==> src/hdl/tsa_pkg.sv <==
// ----------------------------------------------------------------------------
// tsa_pkg
// Types and constants shared by the timing statistics accumulator.
// ----------------------------------------------------------------------------
package tsa_pkg;

  localparam logic [30:0] PERIOD_RESET   = 31'd5000000;
  localparam logic [31:0] ALL_ONES       = 32'hffff_ffff;
  localparam int          PROD_W         = 33;

  typedef struct packed {
    logic [31:0] start_time;
    logic [31:0] end_time;
  } in_item_t;

  typedef struct packed {
    logic [31:0] report_count;
    logic [31:0] report_sum;
    logic [31:0] report_square_sum;
  } out_item_t;

  // Interval with its square product (pre-scaled above the low band), handed to the accumulator stage
  typedef struct packed {
    logic [31:0]       d;
    logic [31:0]       end_time;
    logic [PROD_W-1:0] prod;
    logic              low_band;
    logic              over;
  } sq_item_t;

endpackage

==> src/hdl/tsa_square.sv <==
// ----------------------------------------------------------------------------
// tsa_square
// Input register, interval length and square product stage.
// ----------------------------------------------------------------------------
module tsa_square
  import tsa_pkg::*;
(
  input  logic     clk,
  input  logic     rst_n,
  input  logic     in_valid,
  output logic     in_stall,
  input  in_item_t in_item,
  output logic     sq_valid,
  output sq_item_t sq_item,
  input  logic     sq_take
);

  typedef struct packed {
    logic [31:0] d;
    logic [31:0] end_time;
  } len_item_t;

  logic        s1_valid_r;
  len_item_t   s1_r;
  logic        s2_valid_r;
  sq_item_t    s2_r;
  sq_item_t    s2_nxt;

  logic        s1_move;
  logic        s1_free;
  logic        s2_free;
  logic        low_band;
  logic [12:0] ceil_d;
  logic [15:0] op_a;
  logic [19:0] op_b;
  logic [35:0] prod_full;

  assign s2_free  = !s2_valid_r || sq_take;
  assign s1_move  = s1_valid_r && s2_free;
  assign s1_free  = !s1_valid_r || s1_move;
  assign in_stall = !s1_free;

  assign low_band  = (s1_r.d[31:16] == 16'd0);
  assign ceil_d    = {1'b0, s1_r.d[19:8]} + {12'd0, |s1_r.d[7:0]};
  assign op_a      = low_band ? s1_r.d[15:0] : {3'd0, ceil_d};
  assign op_b      = low_band ? {4'd0, s1_r.d[15:0]} : s1_r.d[19:0];
  assign prod_full = op_a * op_b;

  always_comb begin
    s2_nxt.d        = s1_r.d;
    s2_nxt.end_time = s1_r.end_time;
    s2_nxt.prod     = prod_full[PROD_W-1:0];
    s2_nxt.low_band = low_band;
    s2_nxt.over     = |s1_r.d[31:20];
  end

  always_ff @(posedge clk) begin
    if (!rst_n) begin
      s1_valid_r <= 1'b0;
      s2_valid_r <= 1'b0;
    end else begin
      if (s1_free) begin
        s1_valid_r <= in_valid;
      end
      if (s2_free) begin
        s2_valid_r <= s1_valid_r;
      end
    end
  end

  always_ff @(posedge clk) begin
    if (s1_free && in_valid) begin
      s1_r.d        <= in_item.end_time - in_item.start_time;
      s1_r.end_time <= in_item.end_time;
    end
    if (s1_move) begin
      s2_r <= s2_nxt;
    end
  end

  assign sq_valid = s2_valid_r;
  assign sq_item  = s2_r;

endmodule

==> src/hdl/tsa_accum.sv <==
// ----------------------------------------------------------------------------
// tsa_accum
// Accumulators, report period compare and report output register.
// ----------------------------------------------------------------------------
module tsa_accum
  import tsa_pkg::*;
(
  input  logic        clk,
  input  logic        rst_n,
  input  logic        cfg_wr_en,
  input  logic [30:0] cfg_wr_data,
  input  logic        sq_valid,
  input  sq_item_t    sq_item,
  output logic        sq_take,
  output logic        out_valid,
  input  logic        out_stall,
  output out_item_t   out_item
);

  logic [30:0] period_r;
  logic [31:0] count_r;
  logic [31:0] sum_r;
  logic [31:0] square_r;
  logic [31:0] last_r;
  logic        out_valid_r;
  out_item_t   out_r;

  logic [31:0] count_nxt;
  logic [31:0] sum_nxt;
  logic [31:0] square_nxt;
  logic [32:0] term;
  logic [33:0] total;
  logic [31:0] deadline;
  logic [31:0] delta;
  logic        report;
  logic        out_free;

  assign term = sq_item.low_band
              ? {9'd0, sq_item.prod[31:8] + {23'd0, |sq_item.prod[7:0]}}
              : sq_item.prod;
  assign total      = {2'b00, square_r} + {1'b0, term};
  assign square_nxt = (sq_item.over || (total[33:32] != 2'b00)) ? ALL_ONES : total[31:0];
  assign count_nxt  = count_r + 32'd1;
  assign sum_nxt    = sum_r + sq_item.d;

  assign deadline = last_r + {1'b0, period_r};
  assign delta    = sq_item.end_time - deadline;
  assign report   = !delta[31];

  assign out_free = !out_valid_r || !out_stall;
  assign sq_take  = sq_valid && (!report || out_free);

  always_ff @(posedge clk) begin
    if (!rst_n) begin
      period_r    <= PERIOD_RESET;
      count_r     <= '0;
      sum_r       <= '0;
      square_r    <= '0;
      last_r      <= '0;
      out_valid_r <= 1'b0;
    end else begin
      if (cfg_wr_en) begin
        period_r <= cfg_wr_data;
      end
      if (out_free) begin
        out_valid_r <= sq_valid && report;
      end
      if (sq_take) begin
        if (report) begin
          count_r  <= '0;
          sum_r    <= '0;
          square_r <= '0;
          last_r   <= sq_item.end_time;
        end else begin
          count_r  <= count_nxt;
          sum_r    <= sum_nxt;
          square_r <= square_nxt;
        end
      end
    end
  end

  always_ff @(posedge clk) begin
    if (sq_take && report) begin
      out_r.report_count      <= count_nxt;
      out_r.report_sum        <= sum_nxt;
      out_r.report_square_sum <= square_nxt;
    end
  end

  assign out_valid = out_valid_r;
  assign out_item  = out_r;

endmodule

==> src/hdl/timing_stats_accumulator.sv <==
// A report passes registers s1_r, s2_r and out_r before it leaves on out_item.
// Throughput: one transaction per cycle while in_stall is low.
// A waiting report only holds back transactions that raise a further report.
// Reset (rst_n low, synchronous): pipeline emptied, accumulators and last report
// time cleared, report period set to 5000000 ticks.
// ----------------------------------------------------------------------------
// timing_stats_accumulator
// Interval count, sum and scaled sum of squares with periodic reports.
// ----------------------------------------------------------------------------
module timing_stats_accumulator
  import tsa_pkg::*;
(
  input  logic        clk,
  input  logic        rst_n,
  input  logic        cfg_wr_en,
  input  logic [30:0] cfg_wr_data,
  input  logic        in_valid,
  output logic        in_stall,
  input  in_item_t    in_item,
  output logic        out_valid,
  input  logic        out_stall,
  output out_item_t   out_item
);

  logic     sq_valid;
  logic     sq_take;
  sq_item_t sq_item;

  tsa_square u_square (
    .clk      (clk),
    .rst_n    (rst_n),
    .in_valid (in_valid),
    .in_stall (in_stall),
    .in_item  (in_item),
    .sq_valid (sq_valid),
    .sq_item  (sq_item),
    .sq_take  (sq_take)
  );

  tsa_accum u_accum (
    .clk         (clk),
    .rst_n       (rst_n),
    .cfg_wr_en   (cfg_wr_en),
    .cfg_wr_data (cfg_wr_data),
    .sq_valid    (sq_valid),
    .sq_item     (sq_item),
    .sq_take     (sq_take),
    .out_valid   (out_valid),
    .out_stall   (out_stall),
    .out_item    (out_item)
  );

endmodule

==> config.mk <==
export PLATFORM = sky130hd
export DESIGN_NAME = timing_stats_accumulator
export DESIGN_NICKNAME = d
export VERILOG_FILES = /design/src/hdl/tsa_pkg.sv /design/src/hdl/tsa_square.sv /design/src/hdl/tsa_accum.sv /design/src/hdl/timing_stats_accumulator.sv
export SDC_FILE = /design/constraint.sdc
export NUM_CORES = 2
export LEC_CHECK = 0
export CORE_MARGIN = 5
export CORE_UTILIZATION = 55
export CTS_BUF_LIST = sky130_fd_sc_hd__clkbuf_4
export DETAILED_ROUTE_END_ITERATION = 12
export DONT_BUFFER_PORTS = 1
export GPL_ROUTABILITY_DRIVEN = 0
export PLACE_DENSITY = 0.73
export REMOVE_ABC_BUFFERS = 1
export SKIP_CTS_REPAIR_TIMING = 1
export SLEW_MARGIN = 10
export SYNTH_ARGS = -nofsm -noshare
export SYNTH_HDL_FRONTEND = slang
export SYNTH_SLANG_ARGS = --single-unit
export TNS_END_PERCENT = 30
==> constraint.sdc <==
create_clock -name clk -period 7.16 [get_ports clk]
set_clock_uncertainty 0.05 [all_clocks]
set_input_delay 0.716 -clock clk [delete_from_list [all_inputs] [get_ports clk]]
set_output_delay 0.716 -clock clk [all_outputs]
set_load 0.01 [all_outputs]
==> metrics.md <==
| Metric | Value |
|---|---|
| Share of Yosys cell area claimed by the top area cell type | `0.244` |
| Final hold vios | `0` |
| Gr usage total | `0.244` |
| Post-synthesis sequential area ratio | `0.346` |
| Initial antenna violation count | `4` |
| Most common cell after layout, fill and taps aside | `inv_1` |
| Core Rows | `between 80 and 90` |
| Final worst path period need | `approximately 7500 ps` |
| CTS tree | `built` |
| Placed cell area | `between 30000 and 40000 µm²` |
| Total Nets Final | `about 4000` |
| Die Y-Extent | `251 µm` |
| IO Port Bufs | `0` |
| Drt initial violations | `around 1900` |
| Worst-Skew Late Latency | `approximately 950 ps` |
| Layout cells sized above 1 | `0.141` |
| Vias after detailed routing | `around 25000` |
| Flops & latches, synth | `421` |
| Async SR Flop Fraction | `0` |
| Wl on met1 | `approximately 33000 µm` |
| Largest net degree at the start of global routing | `66` |
| WL per Instance | `roughly 19 µm` |
| Cell Area, Synth | `roughly 32000 µm²` |
| Setup Crit Path Kind | `reg -> reg` |
| Critical Path Most Common Cell | `fa_1` |
| Cells after Synth | `3192` |
| RSZ-0062 raised after global routing | `true` |
| H-tree depth | `3` |
| Top Metal Used | `met5` |
| Min-delay worst type | `in -> reg` |
| Failing checks | `setup timing` |
| CTS clk-pin slew, worst paths | `around 70 ps` |
| Global route total overflow | `0` |
| EDFF count, synth | `259` |
| Outcome | `complete, but fails checks` |
| Worst slew pin tran | `approximately 1100 ps` |
| Vias in the first global route | `24977` |
| Period Utilization, post-route | `1.05` |
| Slew HR | `0.267` |
| Root buffer cell | `clkbuf_4` |
| Most common flop cell mapped by yosys | `edfxtp_1` |
| TritonCTS buffer count | `109` |
| Max Cap Viol | `0` |
| CTS Sinks | `421` |
| Final core occ | `0.635` |
| Slew Limit Fails | `0` |
| Worst Path Max Fanout | `6` |
| Routed length on met2 | `between 30000 and 40000 µm` |
| Final Cell Area | `~37000 µm²` |
| Area growth from synthesis to layout | `14.7%` |
| Crit end category | `flop` |
| Synth unique cells | `90` |
| Initial Util | `0.553` |
| Post-synthesis area per instance | `around 10 µm²` |
| FILL cells | `between 4000 and 5000` |
| Drt total wl | `~80000 µm` |
| Core box area | `57600 µm²` |
| First-pass GRT wire length | `126000 µm` |
| DR DRC count | `0` |
| Worst EP required | `roughly 7700 ps` |
| ANT nets after route | `0` |
| I/O pin cnt | `between 150 and 200` |
| Crit path largest cell delay | `roughly 500 ps` |
| Yosys warns | `0` |
| Routed wl met3 | `5350 µm` |
| Synth top area cells | `edfxtp_1, fa_1, dfxtp_1` |
| Max Clk Rate | `approximately 130 MHz` |
| Critical path arrival | `between 8000 and 9000 ps` |
| Worst Setup Start Kind | `flop` |
| Commonest non-fill, non-tap cells in the layout | `inv_1, nand2_1, fa_1` |
| Vias per cell | `between 5 and 6` |
| CTS Buffer Depth | `3` |
| First-pass iteration count of the detailed router | `8` |
| DP Wirelength | `57700 µm` |
| Setup Viol. Count Final | `12` |
| Die Span X | `roughly 250 µm` |
| Setup ws final | `-371 ps` |
| Area of the die | `about 63000 µm²` |
| Slowest-stage cell, CP | `fa_1` |
| Cell taking the most area after synthesis | `edfxtp_1` |
==> final timing paths <==
check / slack [ps] / endpoint / depth (start not counted) / startpoint
min: 90 / u_square.s1_r[32]$_DFFE_PP_ / 2 / in_item[32]
max reg2reg: -370 / u_square.sq_item[34]$_DFFE_PP_ / 29 / u_square.s1_r[58]$_DFFE_PP_
min reg2reg: 320 / u_square.sq_item[55]$_DFFE_PP_ / 0 / u_square.s1_r[20]$_DFFE_PP_
max: -370 / u_square.sq_item[34]$_DFFE_PP_ / 29 / u_square.s1_r[58]$_DFFE_PP_
==> registers in the layout, indices dropped and copies added (netlist names) <==
register,flops
u_accum.square_r,32
u_square.sq_valid,1
u_accum.sum_r,32
u_accum.out_item,96
u_square.s1_valid_r,1
u_accum.last_r,32
u_square.sq_item,99
u_accum.out_valid,1
u_accum.period_r,31
u_square.s1_r,64
u_accum.count_r,32
==> cell type report <==
class / instances / area (µm²) / area share
multi-input cells: 2213 / 19300 / 0.527
well taps: 765 / 957 / 0.0262
flip-flops and latches: 421 / 11000 / 0.301
clock buffers: 156 / 1170 / 0.0320
diodes: 4 / 10.0 / 0.000274
inverters: 429 / 1620 / 0.0443
repair buffers: 250 / 2180 / 0.0598
clock inverters: 50 / 323 / 0.00883
==> synth_stat cells, drive strengths merged, types with 14 or more instances <==
library cell and instances:
inv 429, nand2 339, fa 280, edfxtp 259, ha 222, a21oi 188
dfxtp 162, nor2 158, o21ai 108, clkbuf 106, and2 103, xnor2 100
a21o 76, xor2 67, mux2i 57, nand3 55, and3 42, a22o 40
nor2b 39, o21a 31, buf 29, nor3 29, nand4 28, o211ai 22
a31oi 21, nand2b 21, a211oi 20, nor4 14, o21bai 14
==> worst max-delay path, delay by kind of cell (launching register included) <==
kind	cells	cell delay [ps]
simple gates	4	750
xor+xnor	1	140
compound gates	9	1760
fa+ha+maj	7	3200
buf+inv	8	870
flops	1	430
==> per-stage QoR <==
| step | setup TNS [ps] | worst slack [ps] | cells | hold slack [ps] |
|---|---|---|---|---|
| after CTS | -8050 | -807 | 4199 | -270 |
| after detailed placement | -6490 | -776 | 3993 | 355 |
| after global routing | -6090 | -626 | 4286 | 60.7 |
| after global placement | -4990 | -570 | 3993 | 351 |
| final | -2530 | -371 | 4288 | 89.8 |
| after floorplan | -6200 | -753 | 3062 | 350 |
==> metal layers <==
metal,track usage,vias to the layer above
met1,0.317,12147
met4,0.0967,2
li1,-,11333
met3,0.0443,249
met2,0.409,941
met5,0,-
==> kinds of logic (layout without fill, tap and decap cells) <==
family                   after synthesis  in the layout  synth area share
flip-flops                           421            421             0.346
other                                  1             10          0.000118
multiplexers                          60             60            0.0191
adder cells (fa/ha/maj)              502            502             0.263
AND/OR/NAND/NOR                      874            874             0.132
XOR/XNOR                             167            167            0.0459
AO/OA/AOI/OAI                        603            604             0.126
buffers and inverters                564            885            0.0679
Power is not shown: default switching activity piles up to over one toggle a cycle in this logic, so the estimate is an artifact.
